<file path="src/rtl/arlc_pkg.sv">
`timescale 1ns / 1ps
// Shared types and constants for the AT response line classifier.
// No dependencies; imported by every module of the block.
package arlc_pkg;

    // Default line buffer depth and command queue depth
    localparam int LINE_DEPTH_DEF = 64;
    localparam int QUEUE_DEPTH    = 4;

    // Stream widths
    localparam int S_DATA_W = 8;
    localparam int M_DATA_W = 24;
    localparam int M_USER_W = 2;

    // Line framing and length parsing characters
    localparam logic [7:0] CH_CR    = 8'h0D;
    localparam logic [7:0] CH_LF    = 8'h0A;
    localparam logic [7:0] CH_COMMA = 8'h2C;
    localparam logic [7:0] CH_COLON = 8'h3A;

    // Largest payload run emitted for one line
    localparam logic [5:0] MAX_PAYLOAD = 6'd63;

    // Result kinds
    localparam logic [1:0] KIND_ABSORB  = 2'd0;
    localparam logic [1:0] KIND_EVENT   = 2'd1;
    localparam logic [1:0] KIND_PAYLOAD = 2'd2;

    // Line event codes
    localparam logic [2:0] EV_NONE  = 3'd0;
    localparam logic [2:0] EV_IPD   = 3'd1;
    localparam logic [2:0] EV_READY = 3'd2;
    localparam logic [2:0] EV_GOTIP = 3'd3;
    localparam logic [2:0] EV_OK    = 3'd4;
    localparam logic [2:0] EV_ERROR = 3'd5;

    // Command passed from the front end to the back end
    typedef enum logic [1:0] {
        CMD_ACK   = 2'd0,
        CMD_WRITE = 2'd1,
        CMD_CLEAR = 2'd2,
        CMD_SCAN  = 2'd3
    } cmd_kind_t;

    typedef struct packed {
        cmd_kind_t  kind;
        logic [7:0] data;
    } cmd_t;

    // One result item
    typedef struct packed {
        logic [1:0] kind;
        logic [2:0] code;
        logic [5:0] plen;
        logic [7:0] pbyte;
        logic [4:0] flags;
        logic       last;
    } result_t;

endpackage

</file>
<file path="src/rtl/at_response_line_classifier_core.sv">
`timescale 1ns / 1ps
// Top level of the AT response line classifier.
// Depends on arlc_pkg, arlc_front, arlc_queue and arlc_back.
//
// Usage:
//   The slave channel takes one item per handshake: tuser is the operation
//   (0 receive the byte in tdata, 1 clear the sticky status flags).
//   Bytes are gathered into a line of LINE_DEPTH bytes; CR LF ends a line,
//   which is then scanned for +IPD, ready, GOT IP, OK and ERROR.
//   The master channel gives one result per handshake: tuser is the result
//   kind (0 absorbed, 1 line event, 2 payload byte), tlast marks the final
//   result of an input item, tdata carries code, length, byte and flags.
// Ordering and throughput:
//   An absorbed byte or a clear passes the queue and the result register;
//   the back end retires one such item a cycle unless the output stalls.
//   A line end is scanned one byte a cycle through the line memory's
//   single read port, then each payload byte is read and emitted in turn.
//   A four-entry command queue keeps accepting bytes while a scan runs.
// Reset and stalls:
//   aresetn (synchronous, active low) empties the queue, the line and the
//   flags; the line memory needs no clearing. While m_axis_tready is low
//   a valid result is held and the back end waits before loading another;
//   input is taken until the queue is full.
module at_response_line_classifier_core #(
    parameter int LINE_DEPTH = arlc_pkg::LINE_DEPTH_DEF
) (
    input  logic                            aclk,
    input  logic                            aresetn,
    input  logic                            s_axis_tvalid,
    output logic                            s_axis_tready,
    input  logic [arlc_pkg::S_DATA_W-1:0]   s_axis_tdata,   // [7:0] rx_byte
    input  logic                            s_axis_tuser,   // [0] operation
    output logic                            m_axis_tvalid,
    input  logic                            m_axis_tready,
    // [2:0] event_code, [8:3] payload_length, [16:9] payload_byte,
    // [21:17] status_flags, [23:22] zero
    output logic [arlc_pkg::M_DATA_W-1:0]   m_axis_tdata,
    output logic [arlc_pkg::M_USER_W-1:0]   m_axis_tuser,   // [1:0] result_kind
    output logic                            m_axis_tlast    // last
);
    import arlc_pkg::*;

    localparam int ADDR_W = $clog2(LINE_DEPTH);
    localparam int FILL_W = $clog2(LINE_DEPTH + 1);

    logic              q_full, q_push, q_empty, q_pop;
    cmd_t              push_cmd, head_cmd;
    logic [ADDR_W-1:0] push_addr, head_addr;
    result_t           result;

    // Accept and classify items
    arlc_front #(
        .LINE_DEPTH (LINE_DEPTH),
        .ADDR_W     (ADDR_W),
        .FILL_W     (FILL_W)
    ) u_front (
        .aclk     (aclk),
        .aresetn  (aresetn),
        .in_valid (s_axis_tvalid),
        .in_ready (s_axis_tready),
        .in_op    (s_axis_tuser),
        .in_byte  (s_axis_tdata),
        .q_full   (q_full),
        .q_push   (q_push),
        .q_cmd    (push_cmd),
        .q_addr   (push_addr)
    );

    // Decouple the two ends
    arlc_queue #(
        .ADDR_W (ADDR_W)
    ) u_queue (
        .aclk      (aclk),
        .aresetn   (aresetn),
        .push      (q_push),
        .push_cmd  (push_cmd),
        .push_addr (push_addr),
        .full      (q_full),
        .pop       (q_pop),
        .empty     (q_empty),
        .head_cmd  (head_cmd),
        .head_addr (head_addr)
    );

    // Carry out commands and emit results
    arlc_back #(
        .LINE_DEPTH (LINE_DEPTH),
        .ADDR_W     (ADDR_W)
    ) u_back (
        .aclk       (aclk),
        .aresetn    (aresetn),
        .q_empty    (q_empty),
        .q_cmd      (head_cmd),
        .q_addr     (head_addr),
        .q_pop      (q_pop),
        .out_valid  (m_axis_tvalid),
        .out_ready  (m_axis_tready),
        .out_result (result)
    );

    // Pack the result item
    assign m_axis_tdata = {2'b00, result.flags, result.pbyte, result.plen, result.code};
    assign m_axis_tuser = result.kind;
    assign m_axis_tlast = result.last;

endmodule

</file>
<file path="src/rtl/arlc_front.sv">
`timescale 1ns / 1ps
// Front end: accepts input items, tracks line fill and CR state, issues commands.
// Depends on arlc_pkg.
module arlc_front #(
    parameter int LINE_DEPTH = arlc_pkg::LINE_DEPTH_DEF,
    parameter int ADDR_W     = $clog2(LINE_DEPTH),
    parameter int FILL_W     = $clog2(LINE_DEPTH + 1)
) (
    input  logic                aclk,
    input  logic                aresetn,
    input  logic                in_valid,
    output logic                in_ready,
    input  logic                in_op,
    input  logic [7:0]          in_byte,
    input  logic                q_full,
    output logic                q_push,
    output arlc_pkg::cmd_t      q_cmd,
    output logic [ADDR_W-1:0]   q_addr
);
    import arlc_pkg::*;

    logic [FILL_W-1:0] fill_reg, fill_next;
    logic              prev_cr_reg, prev_cr_next;
    logic [FILL_W-1:0] fill_dec;

    assign in_ready = !q_full;
    assign q_push   = in_valid && !q_full;
    assign fill_dec = fill_reg - 1'b1;

    // Classify the item and work out the next line state
    always_comb begin
        fill_next    = fill_reg;
        prev_cr_next = prev_cr_reg;
        q_cmd.kind   = CMD_ACK;
        q_cmd.data   = in_byte;
        q_addr       = fill_reg[ADDR_W-1:0];
        if (in_op) begin
            q_cmd.kind = CMD_CLEAR;
        end else if (fill_reg == '0) begin
            // skip a leading CR or LF
            if (in_byte != CH_CR && in_byte != CH_LF) begin
                q_cmd.kind   = CMD_WRITE;
                fill_next    = FILL_W'(1);
                prev_cr_next = 1'b0;
            end
        end else if (fill_reg == FILL_W'(LINE_DEPTH)) begin
            // drop the byte and discard the overlong line
            fill_next = '0;
        end else if (prev_cr_reg && in_byte == CH_LF) begin
            // line complete: hand over its length without the final CR
            q_cmd.kind = CMD_SCAN;
            q_addr     = fill_dec[ADDR_W-1:0];
            fill_next  = '0;
        end else begin
            q_cmd.kind   = CMD_WRITE;
            fill_next    = fill_reg + 1'b1;
            prev_cr_next = (in_byte == CH_CR);
        end
    end

    // Advance line state on each accepted item
    always_ff @(posedge aclk) begin
        if (!aresetn) begin
            fill_reg    <= '0;
            prev_cr_reg <= 1'b0;
        end else if (q_push) begin
            fill_reg    <= fill_next;
            prev_cr_reg <= prev_cr_next;
        end
    end

endmodule

</file>
<file path="src/rtl/arlc_queue.sv">
`timescale 1ns / 1ps
// Short command queue between the front and back ends.
// Depends on arlc_pkg.
module arlc_queue #(
    parameter int ADDR_W = 6
) (
    input  logic                aclk,
    input  logic                aresetn,
    input  logic                push,
    input  arlc_pkg::cmd_t      push_cmd,
    input  logic [ADDR_W-1:0]   push_addr,
    output logic                full,
    input  logic                pop,
    output logic                empty,
    output arlc_pkg::cmd_t      head_cmd,
    output logic [ADDR_W-1:0]   head_addr
);
    import arlc_pkg::*;

    localparam int PTR_W = $clog2(QUEUE_DEPTH);
    localparam int CNT_W = $clog2(QUEUE_DEPTH + 1);

    cmd_t              cmd_q  [QUEUE_DEPTH];
    logic [ADDR_W-1:0] addr_q [QUEUE_DEPTH];
    logic [PTR_W-1:0]  wr_ptr_reg, rd_ptr_reg;
    logic [CNT_W-1:0]  count_reg;
    logic              do_push, do_pop;

    assign full      = (count_reg == CNT_W'(QUEUE_DEPTH));
    assign empty     = (count_reg == '0);
    assign do_push   = push && !full;
    assign do_pop    = pop && !empty;
    assign head_cmd  = cmd_q[rd_ptr_reg];
    assign head_addr = addr_q[rd_ptr_reg];

    // Store entries
    always_ff @(posedge aclk) begin
        if (do_push) begin
            cmd_q[wr_ptr_reg]  <= push_cmd;
            addr_q[wr_ptr_reg] <= push_addr;
        end
    end

    // Advance pointers and occupancy
    always_ff @(posedge aclk) begin
        if (!aresetn) begin
            wr_ptr_reg <= '0;
            rd_ptr_reg <= '0;
            count_reg  <= '0;
        end else begin
            if (do_push) begin
                wr_ptr_reg <= wr_ptr_reg + 1'b1;
            end
            if (do_pop) begin
                rd_ptr_reg <= rd_ptr_reg + 1'b1;
            end
            if (do_push && !do_pop) begin
                count_reg <= count_reg + 1'b1;
            end else if (do_pop && !do_push) begin
                count_reg <= count_reg - 1'b1;
            end
        end
    end

endmodule

</file>
<file path="src/rtl/arlc_back.sv">
`timescale 1ns / 1ps
// Back end: line memory, pattern scan, event and payload emission, output register.
// Depends on arlc_pkg.
module arlc_back #(
    parameter int LINE_DEPTH = arlc_pkg::LINE_DEPTH_DEF,
    parameter int ADDR_W     = $clog2(LINE_DEPTH)
) (
    input  logic                aclk,
    input  logic                aresetn,
    input  logic                q_empty,
    input  arlc_pkg::cmd_t      q_cmd,
    input  logic [ADDR_W-1:0]   q_addr,
    output logic                q_pop,
    output logic                out_valid,
    input  logic                out_ready,
    output arlc_pkg::result_t   out_result
);
    import arlc_pkg::*;

    localparam int CMP_W = (ADDR_W > 8) ? ADDR_W : 8;

    typedef enum logic [4:0] {
        B_IDLE  = 5'b00001,
        B_SCAN  = 5'b00010,
        B_EVENT = 5'b00100,
        B_PREAD = 5'b01000,
        B_PEMIT = 5'b10000
    } back_state_t;

    typedef enum logic [3:0] {
        IP_NONE   = 4'b0001,
        IP_COMMA  = 4'b0010,
        IP_DIGITS = 4'b0100,
        IP_DONE   = 4'b1000
    } ipd_phase_t;

    back_state_t       state_reg, state_next;
    ipd_phase_t        phase_reg, phase_next;
    logic [4:0]        flags_reg, flags_next;
    logic [4:0]        found_reg, found_next;
    logic [4:0][7:0]   win_reg, win_next;
    logic [7:0]        acc_reg, acc_next;
    logic [ADDR_W-1:0] start_reg, start_next;
    logic [ADDR_W-1:0] n_reg, n_next;
    logic [ADDR_W-1:0] issue_reg, issue_next;
    logic [ADDR_W-1:0] data_idx_reg, data_idx_next;
    logic              rd_vld_reg, rd_vld_next;
    logic [5:0]        len_reg, len_next;
    logic [ADDR_W-1:0] pay_idx_reg, pay_idx_next;
    logic [5:0]        pay_cnt_reg, pay_cnt_next;
    logic              out_valid_reg, out_valid_next;
    result_t           out_result_reg, out_result_next;

    logic [7:0]        line_mem [LINE_DEPTH];
    logic [7:0]        rd_data_reg;
    logic              mem_we, mem_re;
    logic [ADDR_W-1:0] mem_raddr;

    logic              out_free;
    logic              load;
    result_t           ld_result;
    logic [7:0]        ch;
    logic [4:0]        hits;
    logic [7:0]        acc_x10;
    logic [2:0]        ev_code;
    logic [4:0]        ev_bit;
    logic [ADDR_W-1:0] left;
    logic [CMP_W-1:0]  acc_ext, left_ext, min_al;
    logic [5:0]        len_calc;
    logic [5:0]        pay_cnt_inc;
    logic              pay_last;

    assign out_valid  = out_valid_reg;
    assign out_result = out_result_reg;
    assign out_free   = !out_valid_reg || out_ready;
    assign ch         = rd_data_reg;

    // Match each pattern ending at the byte just read
    assign hits[0] = win_reg[2] == "+" && win_reg[1] == "I" && win_reg[0] == "P" && ch == "D";
    assign hits[1] = win_reg[3] == "r" && win_reg[2] == "e" && win_reg[1] == "a"
                     && win_reg[0] == "d" && ch == "y";
    assign hits[2] = win_reg[4] == "G" && win_reg[3] == "O" && win_reg[2] == "T"
                     && win_reg[1] == " " && win_reg[0] == "I" && ch == "P";
    assign hits[3] = win_reg[0] == "O" && ch == "K";
    assign hits[4] = win_reg[3] == "E" && win_reg[2] == "R" && win_reg[1] == "R"
                     && win_reg[0] == "O" && ch == "R";

    assign acc_x10 = {acc_reg[4:0], 3'b000} + {acc_reg[6:0], 1'b0};

    // Pick the event by priority and clamp the payload length
    always_comb begin
        if (found_reg[0]) begin
            ev_code = EV_IPD;
            ev_bit  = 5'b00001;
        end else if (found_reg[1]) begin
            ev_code = EV_READY;
            ev_bit  = 5'b00010;
        end else if (found_reg[2]) begin
            ev_code = EV_GOTIP;
            ev_bit  = 5'b00100;
        end else if (found_reg[3]) begin
            ev_code = EV_OK;
            ev_bit  = 5'b01000;
        end else if (found_reg[4]) begin
            ev_code = EV_ERROR;
            ev_bit  = 5'b10000;
        end else begin
            ev_code = EV_NONE;
            ev_bit  = 5'b00000;
        end
        left     = (phase_reg == IP_DONE) ? (n_reg - start_reg) : '0;
        acc_ext  = CMP_W'(acc_reg);
        left_ext = CMP_W'(left);
        min_al   = (acc_ext < left_ext) ? acc_ext : left_ext;
        len_calc = (min_al > CMP_W'(MAX_PAYLOAD)) ? MAX_PAYLOAD : min_al[5:0];
    end

    assign pay_cnt_inc = pay_cnt_reg + 6'd1;
    assign pay_last    = (pay_cnt_inc == len_reg);

    // Sequencer
    always_comb begin
        state_next    = state_reg;
        phase_next    = phase_reg;
        flags_next    = flags_reg;
        found_next    = found_reg;
        win_next      = win_reg;
        acc_next      = acc_reg;
        start_next    = start_reg;
        n_next        = n_reg;
        issue_next    = issue_reg;
        data_idx_next = issue_reg;
        rd_vld_next   = 1'b0;
        len_next      = len_reg;
        pay_idx_next  = pay_idx_reg;
        pay_cnt_next  = pay_cnt_reg;
        q_pop         = 1'b0;
        mem_we        = 1'b0;
        mem_re        = 1'b0;
        mem_raddr     = issue_reg;
        load          = 1'b0;
        ld_result     = '0;

        case (state_reg)
            B_IDLE: begin
                if (!q_empty && out_free) begin
                    q_pop = 1'b1;
                    case (q_cmd.kind)
                        CMD_WRITE: begin
                            mem_we         = 1'b1;
                            load           = 1'b1;
                            ld_result.kind = KIND_ABSORB;
                            ld_result.last = 1'b1;
                        end
                        CMD_CLEAR: begin
                            flags_next     = '0;
                            load           = 1'b1;
                            ld_result.kind = KIND_ABSORB;
                            ld_result.last = 1'b1;
                        end
                        CMD_SCAN: begin
                            n_next     = q_addr;
                            issue_next = '0;
                            win_next   = '0;
                            found_next = '0;
                            phase_next = IP_NONE;
                            acc_next   = '0;
                            start_next = '0;
                            state_next = B_SCAN;
                        end
                        default: begin
                            load           = 1'b1;
                            ld_result.kind = KIND_ABSORB;
                            ld_result.last = 1'b1;
                        end
                    endcase
                end
            end

            B_SCAN: begin
                // issue one read a cycle over the line
                if (issue_reg != n_reg) begin
                    mem_re      = 1'b1;
                    mem_raddr   = issue_reg;
                    issue_next  = issue_reg + 1'b1;
                    rd_vld_next = 1'b1;
                end
                // process the byte read last cycle
                if (rd_vld_reg) begin
                    win_next   = {win_reg[3:0], ch};
                    found_next = found_reg | hits;
                    case (phase_reg)
                        IP_NONE: begin
                            if (hits[0]) begin
                                phase_next = IP_COMMA;
                            end
                        end
                        IP_COMMA: begin
                            if (ch == CH_COMMA) begin
                                phase_next = IP_DIGITS;
                            end
                        end
                        IP_DIGITS: begin
                            if (ch == CH_COLON) begin
                                phase_next = IP_DONE;
                                start_next = data_idx_reg + 1'b1;
                            end else begin
                                acc_next = acc_x10 + ch + 8'd208;
                            end
                        end
                        default: begin
                        end
                    endcase
                end
                if (issue_reg == n_reg && !rd_vld_reg) begin
                    state_next = B_EVENT;
                end
            end

            B_EVENT: begin
                if (out_free) begin
                    flags_next     = flags_reg | ev_bit;
                    load           = 1'b1;
                    ld_result.kind = KIND_EVENT;
                    ld_result.code = ev_code;
                    if (found_reg[0] && len_calc != '0) begin
                        ld_result.plen = len_calc;
                        ld_result.last = 1'b0;
                        len_next       = len_calc;
                        pay_idx_next   = start_reg;
                        pay_cnt_next   = '0;
                        state_next     = B_PREAD;
                    end else begin
                        ld_result.last = 1'b1;
                        state_next     = B_IDLE;
                    end
                end
            end

            B_PREAD: begin
                mem_re     = 1'b1;
                mem_raddr  = pay_idx_reg;
                state_next = B_PEMIT;
            end

            B_PEMIT: begin
                if (out_free) begin
                    load            = 1'b1;
                    ld_result.kind  = KIND_PAYLOAD;
                    ld_result.code  = EV_IPD;
                    ld_result.plen  = len_reg;
                    ld_result.pbyte = rd_data_reg;
                    ld_result.last  = pay_last;
                    if (pay_last) begin
                        state_next = B_IDLE;
                    end else begin
                        pay_cnt_next = pay_cnt_inc;
                        pay_idx_next = pay_idx_reg + 1'b1;
                        state_next   = B_PREAD;
                    end
                end
            end

            default: begin
                state_next = B_IDLE;
            end
        endcase

        // every result shows the flags after this item
        ld_result.flags = flags_next;
    end

    // Output register: load a result or drop the one taken
    always_comb begin
        out_valid_next  = out_valid_reg;
        out_result_next = out_result_reg;
        if (load) begin
            out_valid_next  = 1'b1;
            out_result_next = ld_result;
        end else if (out_ready) begin
            out_valid_next = 1'b0;
        end
    end

    // Line memory with registered read
    always_ff @(posedge aclk) begin
        if (mem_we) begin
            line_mem[q_addr] <= q_cmd.data;
        end
        if (mem_re) begin
            rd_data_reg <= line_mem[mem_raddr];
        end
    end

    // Control state
    always_ff @(posedge aclk) begin
        if (!aresetn) begin
            state_reg     <= B_IDLE;
            phase_reg     <= IP_NONE;
            flags_reg     <= '0;
            rd_vld_reg    <= 1'b0;
            out_valid_reg <= 1'b0;
        end else begin
            state_reg     <= state_next;
            phase_reg     <= phase_next;
            flags_reg     <= flags_next;
            rd_vld_reg    <= rd_vld_next;
            out_valid_reg <= out_valid_next;
        end
    end

    // Scan and payload working registers
    always_ff @(posedge aclk) begin
        found_reg      <= found_next;
        win_reg        <= win_next;
        acc_reg        <= acc_next;
        start_reg      <= start_next;
        n_reg          <= n_next;
        issue_reg      <= issue_next;
        data_idx_reg   <= data_idx_next;
        len_reg        <= len_next;
        pay_idx_reg    <= pay_idx_next;
        pay_cnt_reg    <= pay_cnt_next;
        out_result_reg <= out_result_next;
    end

endmodule

</file>
<file path="config.mk">
export PLATFORM = sky130hd
export DESIGN_NAME = at_response_line_classifier_core
export DESIGN_NICKNAME = d
export VERILOG_FILES = /design/src/rtl/arlc_pkg.sv /design/src/rtl/at_response_line_classifier_core.sv /design/src/rtl/arlc_front.sv /design/src/rtl/arlc_queue.sv /design/src/rtl/arlc_back.sv
export SDC_FILE = /design/constraint.sdc
export NUM_CORES = 1
export LEC_CHECK = 0
export ABC_AREA = 1
export BUFFER_PORTS_ARGS = -buffer_cell sky130_fd_sc_hd__buf_2
export CORE_MARGIN = 2
export CORE_UTILIZATION = 63
export DETAILED_ROUTE_END_ITERATION = 8
export GPL_TIMING_DRIVEN = 0
export PLACE_DENSITY = 0.84
export SKIP_CTS_REPAIR_TIMING = 1
export SLEW_MARGIN = 20
export SYNTH_ARGS = -nofsm -noshare
export SYNTH_HDL_FRONTEND = slang
export SYNTH_SLANG_ARGS = --single-unit
</file>
<file path="constraint.sdc">
create_clock -name aclk -period 4.2 [get_ports aclk]
set_input_delay 1.05 -clock aclk [delete_from_list [all_inputs] [get_ports aclk]]
set_output_delay 1.05 -clock aclk [all_outputs]
set_load 0.005 [all_outputs]
</file>
[After elaboration in Yosys (flattened, before gate mapping)]
Memory sizes are Yosys's and may differ from the RTL's. A register that Yosys moved wholly into a read port is not among the register bits.
Cells that the tools add are included.
Operators by class
  add/sub/neg operators: 14
  magnitude comparators: 2
  equal/unequal tests: 63
  mux-type cells: 115
  bitwise gates (word level): 3
  reduce and logical (&&, ||, !) cells: 55
Operators with widths (count)
  equality test 8 x 7 -> 1 bit (second input constant): 19
  two-way mux 6 bit: 22
  two-way mux 40 bit: 3
  two-way mux 5 bit: 16
  case mux 40 bit (2 select lines): 1
  two-way mux 8 bit: 6
  case mux 6 bit (2 select lines): 4
  equality test 8 x 6 -> 1 bit (second input constant): 4
  two-way mux 4 bit: 8
  two-way mux 7 bit: 4
  logical AND 1 bit: 27
  case mux 5 bit (5 select lines): 1
  adder 6 x 1 -> 6 bit (second input constant): 4
  two-way mux 1 bit: 23
  two-way mux 3 bit: 7
  != test 2 x 1 -> 1 bit (second input constant): 10
  case mux 5 bit (2 select lines): 2
  two-way mux 19 bit: 1
  case mux 9 bit (2 select lines): 1
  adder 8 bit: 2
  equality test 8 x 4 -> 1 bit (second input constant): 2
  two-way mux 2 bit: 8
  != test 8 x 4 -> 1 bit (second input constant): 2
  case mux 8 bit (2 select lines): 1
  other kinds (48): 74
Storage, ports and cells
  register bits after elaboration: 151
  bits in writable memories: 576
  input bits: 13
  output and inout bits: 29
  memories: 3
Memory list
  u_back.line_mem: depth 64, width 8, rd ports 1, clocked after Yosys merged registers in 1, wr ports 1, line arlc_back.sv:54  | logic [7:0] line_mem [LINE_DEPTH];
  u_queue.cmd_q: depth 4, width 10, rd ports 1, clocked after Yosys merged registers in 1, wr ports 1, line arlc_queue.sv:23  | cmd_t cmd_q [QUEUE_DEPTH];
  u_queue.addr_q: depth 4, width 6, rd ports 1, clocked after Yosys merged registers in 1, wr ports 1, line arlc_queue.sv:24  | logic [ADDR_W-1:0] addr_q [QUEUE_DEPTH];

[Logic depth before layout (Yosys ltp)]
Gate-level depths: netlist (run 1).
  depth after elaboration: 11
  depth in mapped cells: 25

[Cells and area by module]
From an unflattened synthesis (run 1), not the netlist that was laid out.
Unflattened totals
  cell total of the unflattened synthesis: 2594
  area, all modules: 31390.1 um^2
By module, submodules not included
  arlc_back: times used 1, cells each 2213, area each 27636.5 um^2
  arlc_queue: times used 1, cells each 224, area each 2845.2 um^2
  arlc_front: times used 1, cells each 154, area each 889.6 um^2
  at_response_line_classifier_core: times used 1, cells each 3, area each 18.8 um^2

[Least setup slack after synthesis (run 1)]
OpenSTA, ideal clock, no wires.
  path kind: reg-to-reg
  start: register u_back.n_reg[0]
  end: register u_back.pay_cnt_reg[0] (enable)
  arrival: 3.336 ns
  path slack: 0.483 ns
  stages on the path, launching flop included: 25
  buffers on the path: 0
  clock period less this slack: 3.717 ns
  cells stage by stage: edfxtp_1 > inv_1 > ha_1 > inv_1 > fa_1 > nand2_1 > inv_1 > o21ai_0 > nand2_1 > and2_1 > nor3_1 > inv_1 > ha_1 > nand2_1 > nor2_1 > nand2_1 > nand2_1 > nand2_1 > nand2_1 > nor2_1 > nand3_1 > nand2_1 > nand2_1 > nand2_1 > nor2_1
Between the ends
  word-level cells in the longest chain between the ends: 10
Ends and longest elaborated chain
  from (decl): line arlc_back.sv:44  | logic [ADDR_W-1:0] n_reg, n_next;
  from (signal assigned): line arlc_back.sv:318  | n_reg <= n_next;
  subtractor 6 bit (*): line arlc_back.sv:111  | left = (phase_reg == IP_DONE) ? (n_reg - start_reg) : '0;
  two-way mux 6 bit (*): line arlc_back.sv:111
  < comparator 8 x 6 -> 1 bit: line arlc_back.sv:114  | min_al = (acc_ext < left_ext) ? acc_ext : left_ext;
  two-way mux 8 bit (*): line arlc_back.sv:114
  greater-than comparator 8 x 6 -> 1 bit: line arlc_back.sv:115  | len_calc = (min_al > CMP_W'(MAX_PAYLOAD)) ? MAX_PAYLOAD : min_al[5:0];
  two-way mux 6 bit (*): line arlc_back.sv:115
  named net u_back.len_calc[4]: line arlc_back.sv:69  | logic [5:0] len_calc;
  nonzero test 6 bit (*): line arlc_back.sv:226  | if (found_reg[0] && len_calc != '0) begin
  logical AND 1 bit (*): line arlc_back.sv:226
  != test 2 x 1 -> 1 bit (no line) (*)
  AND reduction 5 bit (no line) (*)
  to (signal assigned): line arlc_back.sv:323  | pay_cnt_reg <= pay_cnt_next;
  to (decl): line arlc_back.sv:50  | logic [5:0] pay_cnt_reg, pay_cnt_next;
Mark *: on every way through the listed nets, which the timed path passes. The rest lies on a longest branch.
A chain may end at the register's enable or synchronous reset.

[Worst setup path in the final report (run 1)]
  start: register u_back.n_reg[0]
  end: register u_back.pay_cnt_reg[4] (enable)
The elaborated chain is that of the path after synthesis.

==> reports/metrics.yaml, run 1 <==
timing:
  hold_viol: 0
  final.setup_skew_ns: 0.0213
  fin_crit_ns: 3.87
  slew_violations: 0
  fmax_mhz: 259
  tightest_slew_ns: 1.27
  slew_headroom_pct: 15.5
  finalSetupViolations: 0
  period_share_pct: 92.1
synthesis:
  yosys.area.top_type: "edfxtp_1"
  synthTopCellsByCount: "edfxtp_1, nor2_1, o21ai_0, inv_1, nand2_1"
  ys_seq_area_share_pct: 70.2
  synth_top_area_share_pct: 67.7
  async_flop_share_pct: 0
  ys_types: 51
  ys.warnings.count: 0
  synthFlopType: "edfxtp_1"
  synth_most_common_cell: "edfxtp_1"
  syn_area_um2: 31000
  syn_area_per_cell_um2: 12.1
  synth_cells: 2552
  synth_area_leaders: "edfxtp_1, nor2_1, o21ai_0"
  synth_seq_cells: 737
  synth-edff-count: 698
global_route:
  track_usage_pct: 36.8
  grt_overflow_total: 0
  grt_max_degree: 33
  first_global_vias: 21917
  grt_pass1_wl_um: 134000
  antenna_found_initial: 1
routing:
  wl_met1_um: 32700
  drt-total-wl_um: 93400
  drt-initial-drc-count: 3734
  dr.max_layer_used: "met5"
  post-route-drc-count: 1
  wl_met2_um: 41600
  final_antenna_net_count: 0
  vias: 22778
  dr_wl_met3_um: 13600
  drt_pre_antenna_iters: 9
  wl_per_cell_um: 27.4
  vias_per_cell: 6.67
floorplanning:
  start_util_pct: 63.5
  dieHeight_um: 226
  die_area_um2: 50900
  die_x_um: 226
  rows: 81
  design.core.area_um2: 48700
  io_pins: 42
power_and_ir_drop:
  power_per_cell_area_nw_per_um2: 696
  ir_drop_v: 0.000578
  p_leak_uw: 0.0122
place:
  portBuffers: 39
  dpl_cell_area_um2: 32700
  place_congestion: 1.02
  dp_hpwl_um: 62000
worst_setup_path:
  worstPathArrival_ns: 4.19
  path_class: "flop to flop"
  critPathCaptureType: "flop"
  cp_data_required_time_ns: 4.53
  path_max_fanout: 12
  startpoint_type: "flop"
clock_tree:
  clkTransAtPathRegs_ns: 0.06
  cts-root-buf: "clkbuf_16"
  clk_path_buf_depth: 3
  cts_tree: "built"
  cts_buffers: 74
  clock-sinks: 737
  htree_levels: 3
  clk_latency_ns: 0.63
finish:
  largest_reg_flops: 512
  area_growth_syn_to_layout_pct: 13.5
  fillers: 3156
  nNetsFinal: 2745
  multi_input_area_um2: 8020
  final_cell_area_um2: 35100
  antenna_cells: 0
  layout-drive-gt1-share_pct: 11.5
  regArea_um2: 21700
  fin_util_pct: 72.1
hold_path:
  hp-class: "flop to flop"
status:
  status: "complete, but fails checks"
  violations: "DRC"
job:
  max-cap-violations: 0
worst paths after layout:
path                                                            end  cells past startpoint  slack, ns                                   from
worst min-delay path                 u_back.data_idx_reg[2]$_DFF_P_                      0       0.46  u_back.data_idx_next[2]$_SDFFCE_PN0P_
worst max register to register  u_back.pay_cnt_reg[4]$_SDFFCE_PP0P_                     25       0.33              u_back.n_reg[0]$_DFFE_PP_
worst max-delay path            u_back.pay_cnt_reg[4]$_SDFFCE_PP0P_                     25       0.33              u_back.n_reg[0]$_DFFE_PP_
worst min register to register       u_back.data_idx_reg[2]$_DFF_P_                      0       0.46  u_back.data_idx_next[2]$_SDFFCE_PN0P_
final cells by class:
class	instances	area share, %
flip-flops and latches	737	61.9
multi-input cells	1498	22.8
clock buffers	97	6.03
well taps	664	2.37
repair buffers	62	2.12
inverters	187	2.01
plain buffers	131	1.89
clock inverters	37	0.883
critical path, cell delays in order, from the launching register on:
cell      delay [ns]
edfxtp_1        0.38
inv_1           0.12
ha_1            0.15
inv_1           0.07
fa_1            0.38
nand2_1         0.08
inv_1           0.05
o21ai_0         0.15
nand2_1         0.08
and2_1          0.14
nor3_1          0.21
inv_1           0.08
ha_1            0.28
nand2_1         0.05
nor2_1          0.10
nand2_1         0.17
nand2_2         0.16
nand2_1         0.07
nand2_1         0.13
nor2_1          0.06
nand3_1         0.10
nand2_1         0.11
nand2_1         0.09
nand2_1         0.10
nor2_4          0.14
buf_12          0.15
cell families after synthesis:
| group | count (synthesis) | share of synthesized area [%] |
|---|---|---|
| adders and majority gates | 41 | 1.83 |
| DFF | 737 | 70.2 |
| other | 1 | 0.0121 |
| and+or+nand+nor | 837 | 11.3 |
| xor gates and xnor gates | 20 | 0.566 |
| buffers and inverters | 318 | 4.42 |
| AOI/OAI and AO/OA | 598 | 11.7 |
where the power goes:
part           leakage [uW]  internal, uW  total (uW)  switching, uW
clock               0.00120          3870        6640           2780
combinational       0.00435          2130        7650           5530
sequential          0.00665          9880       10200            282
total                0.0122         15900       24500           8580
cell usage in the layout, fill, tap and decap left out, types with 14 or more instances in the layout:
cell type / n
dfxtp_1: 39
o22ai_1: 67
clkbuf_1: 41
o221ai_1: 56
ha_1: 34
nand4_1: 25
buf_16: 17
xor2_1: 14
edfxtp_1: 698
nor3_1: 30
inv_1: 180
clkbuf_16: 82
a21oi_1: 50
o211ai_1: 74
nor2_2: 16
nor2_1: 470
o21ai_0: 230
clkinv_2: 16
nand3_1: 97
buf_2: 125
nand2_1: 169
o21ai_1: 77
metal layers:
layer	up-vias	global-route usage (%)
met5	-	0
met3	403	12.2
met1	10872	47.3
met4	2	19.3
met2	1920	56.2
li1	9581	-
stage by stage:
step	cells	worst slack, ns	setup TNS [ns]	power (uW)	hold WS [ns]
after detailed placement	3278	-0.208	-2.50	17500	0.447
after CTS	3412	-0.186	-2.22	24000	0.460
after global routing	3413	-0.00375	-0.00719	25000	0.484
after floorplan	2553	0.483	0	14100	0.413
after global placement	3256	-2.03	-809.49	16500	0.440
final	3413	0.332	0	24500	0.455
Power figures use the tool's default switching activity.
==> run 2, diff against run 1 <==
--- a/config.mk
+++ b/config.mk
@@ -5,15 +5,16 @@
 export SDC_FILE = /design/constraint.sdc
 export NUM_CORES = 1
 export LEC_CHECK = 0
-export ABC_AREA = 1
 export BUFFER_PORTS_ARGS = -buffer_cell sky130_fd_sc_hd__buf_2
 export CORE_MARGIN = 2
-export CORE_UTILIZATION = 63
+export CORE_UTILIZATION = 65
+export CTS_BUF_LIST = sky130_fd_sc_hd__clkbuf_4
 export DETAILED_ROUTE_END_ITERATION = 8
 export GPL_TIMING_DRIVEN = 0
-export PLACE_DENSITY = 0.84
+export PLACE_DENSITY = 0.86
 export SKIP_CTS_REPAIR_TIMING = 1
 export SLEW_MARGIN = 20
 export SYNTH_ARGS = -nofsm -noshare
 export SYNTH_HDL_FRONTEND = slang
+export SYNTH_HIERARCHICAL = 1
 export SYNTH_SLANG_ARGS = --single-unit
==> run 2 against run 1 <==
  * The run ends with setup timing left
  * Total power is 19% lower
  * Clock skew is 0.049 ns higher
  * Utilization grew 0.36 points
  * First-iteration DRC count fell by 23%
  * Global-route usage down 5.5 points
  * Clock power shrank 16%
  * Wire length is 17% lower
==> reports/metrics.yaml, run 2 <==
power_and_ir_drop:
  p_int_uw: 13700  # was 15900 uW
  pwr-share-clk_pct: 28.2  # was 27.2%
  power_per_cell_area_nw_per_um2: 573  # was 696 nW/um2
  p_sw_uw: 6100  # was 8580 uW
  seqPwrFrac_pct: 49.1  # was 41.6%
  finalPower_uw: 19800  # was 24500 uW
  p_leak_uw: 0.0116  # was 0.0122 uW
  ir_drop_v: 0.000386  # was 0.000578 V
  power_frac_comb_pct: 22.7  # was 31.3%
  switching_share_pct: 30.8  # was 35.1%
synthesis:
  ys_types: 94  # was 51
  synth_top_area_share_pct: 66.7  # was 67.7%
  syn_area_per_cell_um2: 14.5  # was 12.1 um2
  yosys.area.top_type: "edfxtp_1"  # unchanged
  ys_seq_area_share_pct: 69.2  # was 70.2%
  syn_area_um2: 31400  # was 31000 um2
  synthFlopType: "edfxtp_1"  # unchanged
  synth_most_common_cell: "edfxtp_1"  # unchanged
  synth_cells: 2172  # was 2552
  synth_area_leaders: "edfxtp_1, mux4_2, a21oi_1"  # was edfxtp_1, nor2_1, o21ai_0
  synth_seq_cells: 737  # unchanged
  synthTopCellsByCount: "edfxtp_1, a21oi_1, nor2_1, nand3_1, o21ai_0"  # was edfxtp_1, nor2_1, o21ai_0, inv_1, nand2_1
  ys.warnings.count: 6  # was 0
  synth-edff-count: 698  # unchanged
  async_flop_share_pct: 0  # unchanged
routing:
  drt-total-wl_um: 77400  # was 93400 um
  wl_per_cell_um: 24.7  # was 27.4 um
  post-route-drc-count: 0  # was 1
  drt_pre_antenna_iters: 6  # was 9
  drt-initial-drc-count: 2861  # was 3734
  vias: 20973  # was 22778
  final_antenna_net_count: 0  # unchanged
  vias_per_cell: 6.70  # was 6.67
finish:
  fin_cells: 3130  # was 3413
  layout-drive-gt1-share_pct: 18.1  # was 11.5%
  nNetsFinal: 2448  # was 2745
  final_common_cell: "edfxtp_1"  # unchanged
  most-common-layout-cells: "edfxtp_1, clkbuf_4, a21oi_1"  # was edfxtp_1, nor2_1, o21ai_0
  area_growth_syn_to_layout_pct: 10.1  # was 13.5%
  largest_reg_flops: 512  # unchanged
worst_setup_path:
  worstPathArrival_ns: 4.97  # was 4.19 ns
  worst_path_most_repeated_cell: "clkbuf_1"  # was nand2_1
  cp_data_required_time_ns: 4.96  # was 4.53 ns
  startpoint_type: "flop"  # unchanged
  cp_top_family: "simple AND/OR/NAND/NOR gates"  # unchanged
  path_buf_inv: 3  # was 5
  path_cells: "buf_6 -> nor3_2 -> a21boi_1 -> clkbuf_1 -> clkbuf_1 -> o21ai_0 -> a21oi_1 -> nor4_1 -> nand4_1 -> or3_1"
  critPathMaxStageDelay_ns: 0.79  # was 0.38 ns
  critPathCaptureType: "flop"  # unchanged
  path_class: "flop to flop"  # unchanged
  path_max_fanout: 10  # was 12
  critical-path-slowest-cell: "nor4_1"  # was edfxtp_1
global_route:
  first_global_vias: 20628  # was 21917
  grt_pass1_wl_um: 116000  # was 134000 um
  met3_usage_pct: 9.92  # was 12.2%
  use_met2_pct: 49.2  # was 56.2%
  track_usage_pct: 31.3  # was 36.8%
  met1_usage_pct: 39.0  # was 47.3%
  grt_overflow_total: 0  # unchanged
  antenna_found_initial: 2  # was 1
  grt_most_used_layer: "met2"  # unchanged
  grt_max_degree: 65  # was 33
place:
  place_congestion: 0.962  # was 1.02
  dp_hpwl_um: 50500  # was 62000 um
  place_ws_ns: -0.0453  # was -0.208 ns
  dp_cells: 2827  # was 3278
  portBuffers: 38  # was 39
timing:
  hold_slack_ns: 0.369  # was 0.455 ns
  final.setup_skew_ns: 0.0703  # was 0.0213 ns
  fin_crit_ns: 4.21  # was 3.87 ns
  tightest_slew_ns: 1.33  # was 1.27 ns
  finalWorstSetupSlack_ns: -0.0111  # was 0.332 ns
  slew_headroom_pct: 11.0  # was 15.5%
  rsz0062_at_grt: "false"
  slew_violations: 0  # unchanged
  fmax_mhz: 237  # was 259 MHz
  finalSetupViolations: 1  # was 0
  period_share_pct: 100  # was 92.1%
  hold_viol: 0  # unchanged
job:
  max-cap-violations: 0  # unchanged
clock_tree:
  clkTransAtPathRegs_ns: 0.07  # was 0.06 ns
  cts-root-buf: "clkbuf_4"  # was clkbuf_16
  cts_tree: "built"  # unchanged
  htree_levels: 4  # was 3
  cts_buffers: 179  # was 74
  clk_path_buf_depth: 3  # unchanged
  clock-sinks: 737  # unchanged
  clk_latency_ns: 1.02  # was 0.63 ns
floorplanning:
  die_x_um: 224  # was 226 um
  start_util_pct: 65.8  # was 63.5%
  dieHeight_um: 224  # was 226 um
  rows: 80  # was 81
  io_pins: 42  # unchanged
  die_area_um2: 50100  # was 50900 um2
  design.core.area_um2: 47700  # was 48700 um2
status:
  violations: "setup timing"  # was DRC
  status: "complete, but fails checks"  # unchanged
hold_path:
  hp-class: "flop to flop"  # unchanged
-- run 2: cell count changes after synthesis, sizes merged, moves of 56 or more --
cell	before	now
and2	1	63
o21ai	312	144
nand2	171	69
o211ai	74	11
a21oi	51	156
o22ai	75	19
mux4	0	62
nor2	488	156
inv	185	34
-- run 2: power groups by stage --
stage / clock network (uW) / registers, uW / logic, uW
3_3_place_gp: 0 / 9870 / 4170
3_5_place_dp: 0 / 9870 / 4390
5_1_grt: 6040 / 9760 / 4830
2_1_floorplan: 0 / 9790 / 2820
4_1_cts: 5690 / 9720 / 4420
6_report: 5590 / 9720 / 4500
-- run 2: worst paths after layout --
check | startpoint | to | slack (ns) | depth (start not counted)
min reg2reg | u_back/data_idx_next[3]$_SDFFCE_PN0P_ | u_back/data_idx_reg[3]$_DFF_P_ | 0.37 | 0
max reg2reg | u_back/state_reg[4]$_SDFFE_PN0P_ | u_back/ch[1]$_DFFE_PP_ | -0.01 | 10
min | u_back/data_idx_next[3]$_SDFFCE_PN0P_ | u_back/data_idx_reg[3]$_DFF_P_ | 0.37 | 0
max | u_back/state_reg[4]$_SDFFE_PN0P_ | u_back/ch[1]$_DFFE_PP_ | -0.01 | 10
-- run 2: stage by stage --
| step | util, % | setup TNS [ns] | area [um2] |
|---|---|---|---|
| 4_1_cts | 72.3 | 0 | 34500 |
| 5_1_grt | 72.4 | 0 | 34600 |
| 2_1_floorplan | - | 0 | 31400 |
| 3_5_place_dp | 67.9 | -0.628 | 32400 |
| 3_3_place_gp | 67.8 | -0.0749 | 32400 |
| 6_report | 72.4 | -0.0111 | 34600 |
-- run 2: layout make-up --
class	count	area (um2)
antenna	4	10.0
buffer	130	684
clock buffer	248	1860
clock inverter	50	269
fill	2876	13200
inverter	35	131
multi-input combinational	1271	8890
sequential	737	21700
tap	615	769
timing repair buffer	40	218
-- run 2: metal layers --
metal	share of wire, %	wire length (um)
met1	36	27500
met2	47	36400
met3	12	9310
met4	5.3	4120
met5	0	0
-- run 2: kinds of logic after synthesis --
| family | count (synthesis) | share of synthesized area, % |
|---|---|---|
| flops | 737 | 69.2 |
| mux | 91 | 5.40 |
| buf+inv | 165 | 2.60 |
| other cells | 1 | 0.0119 |
| fa+ha+maj | 41 | 1.80 |
| compound gates | 443 | 8.66 |
| simple gates | 647 | 11.0 |
| xor+xnor | 47 | 1.31 |
-- run 2: worst reg2reg max path, stage by stage, from the launching register on --
cell and delay [ns]:
dfxtp_1 0.31, buf_6 0.14, nor3_2 0.33, a21boi_1 0.40
clkbuf_1 0.45, clkbuf_1 0.30, o21ai_0 0.24, a21oi_1 0.11
nor4_1 0.79, nand4_1 0.49, or3_1 0.46
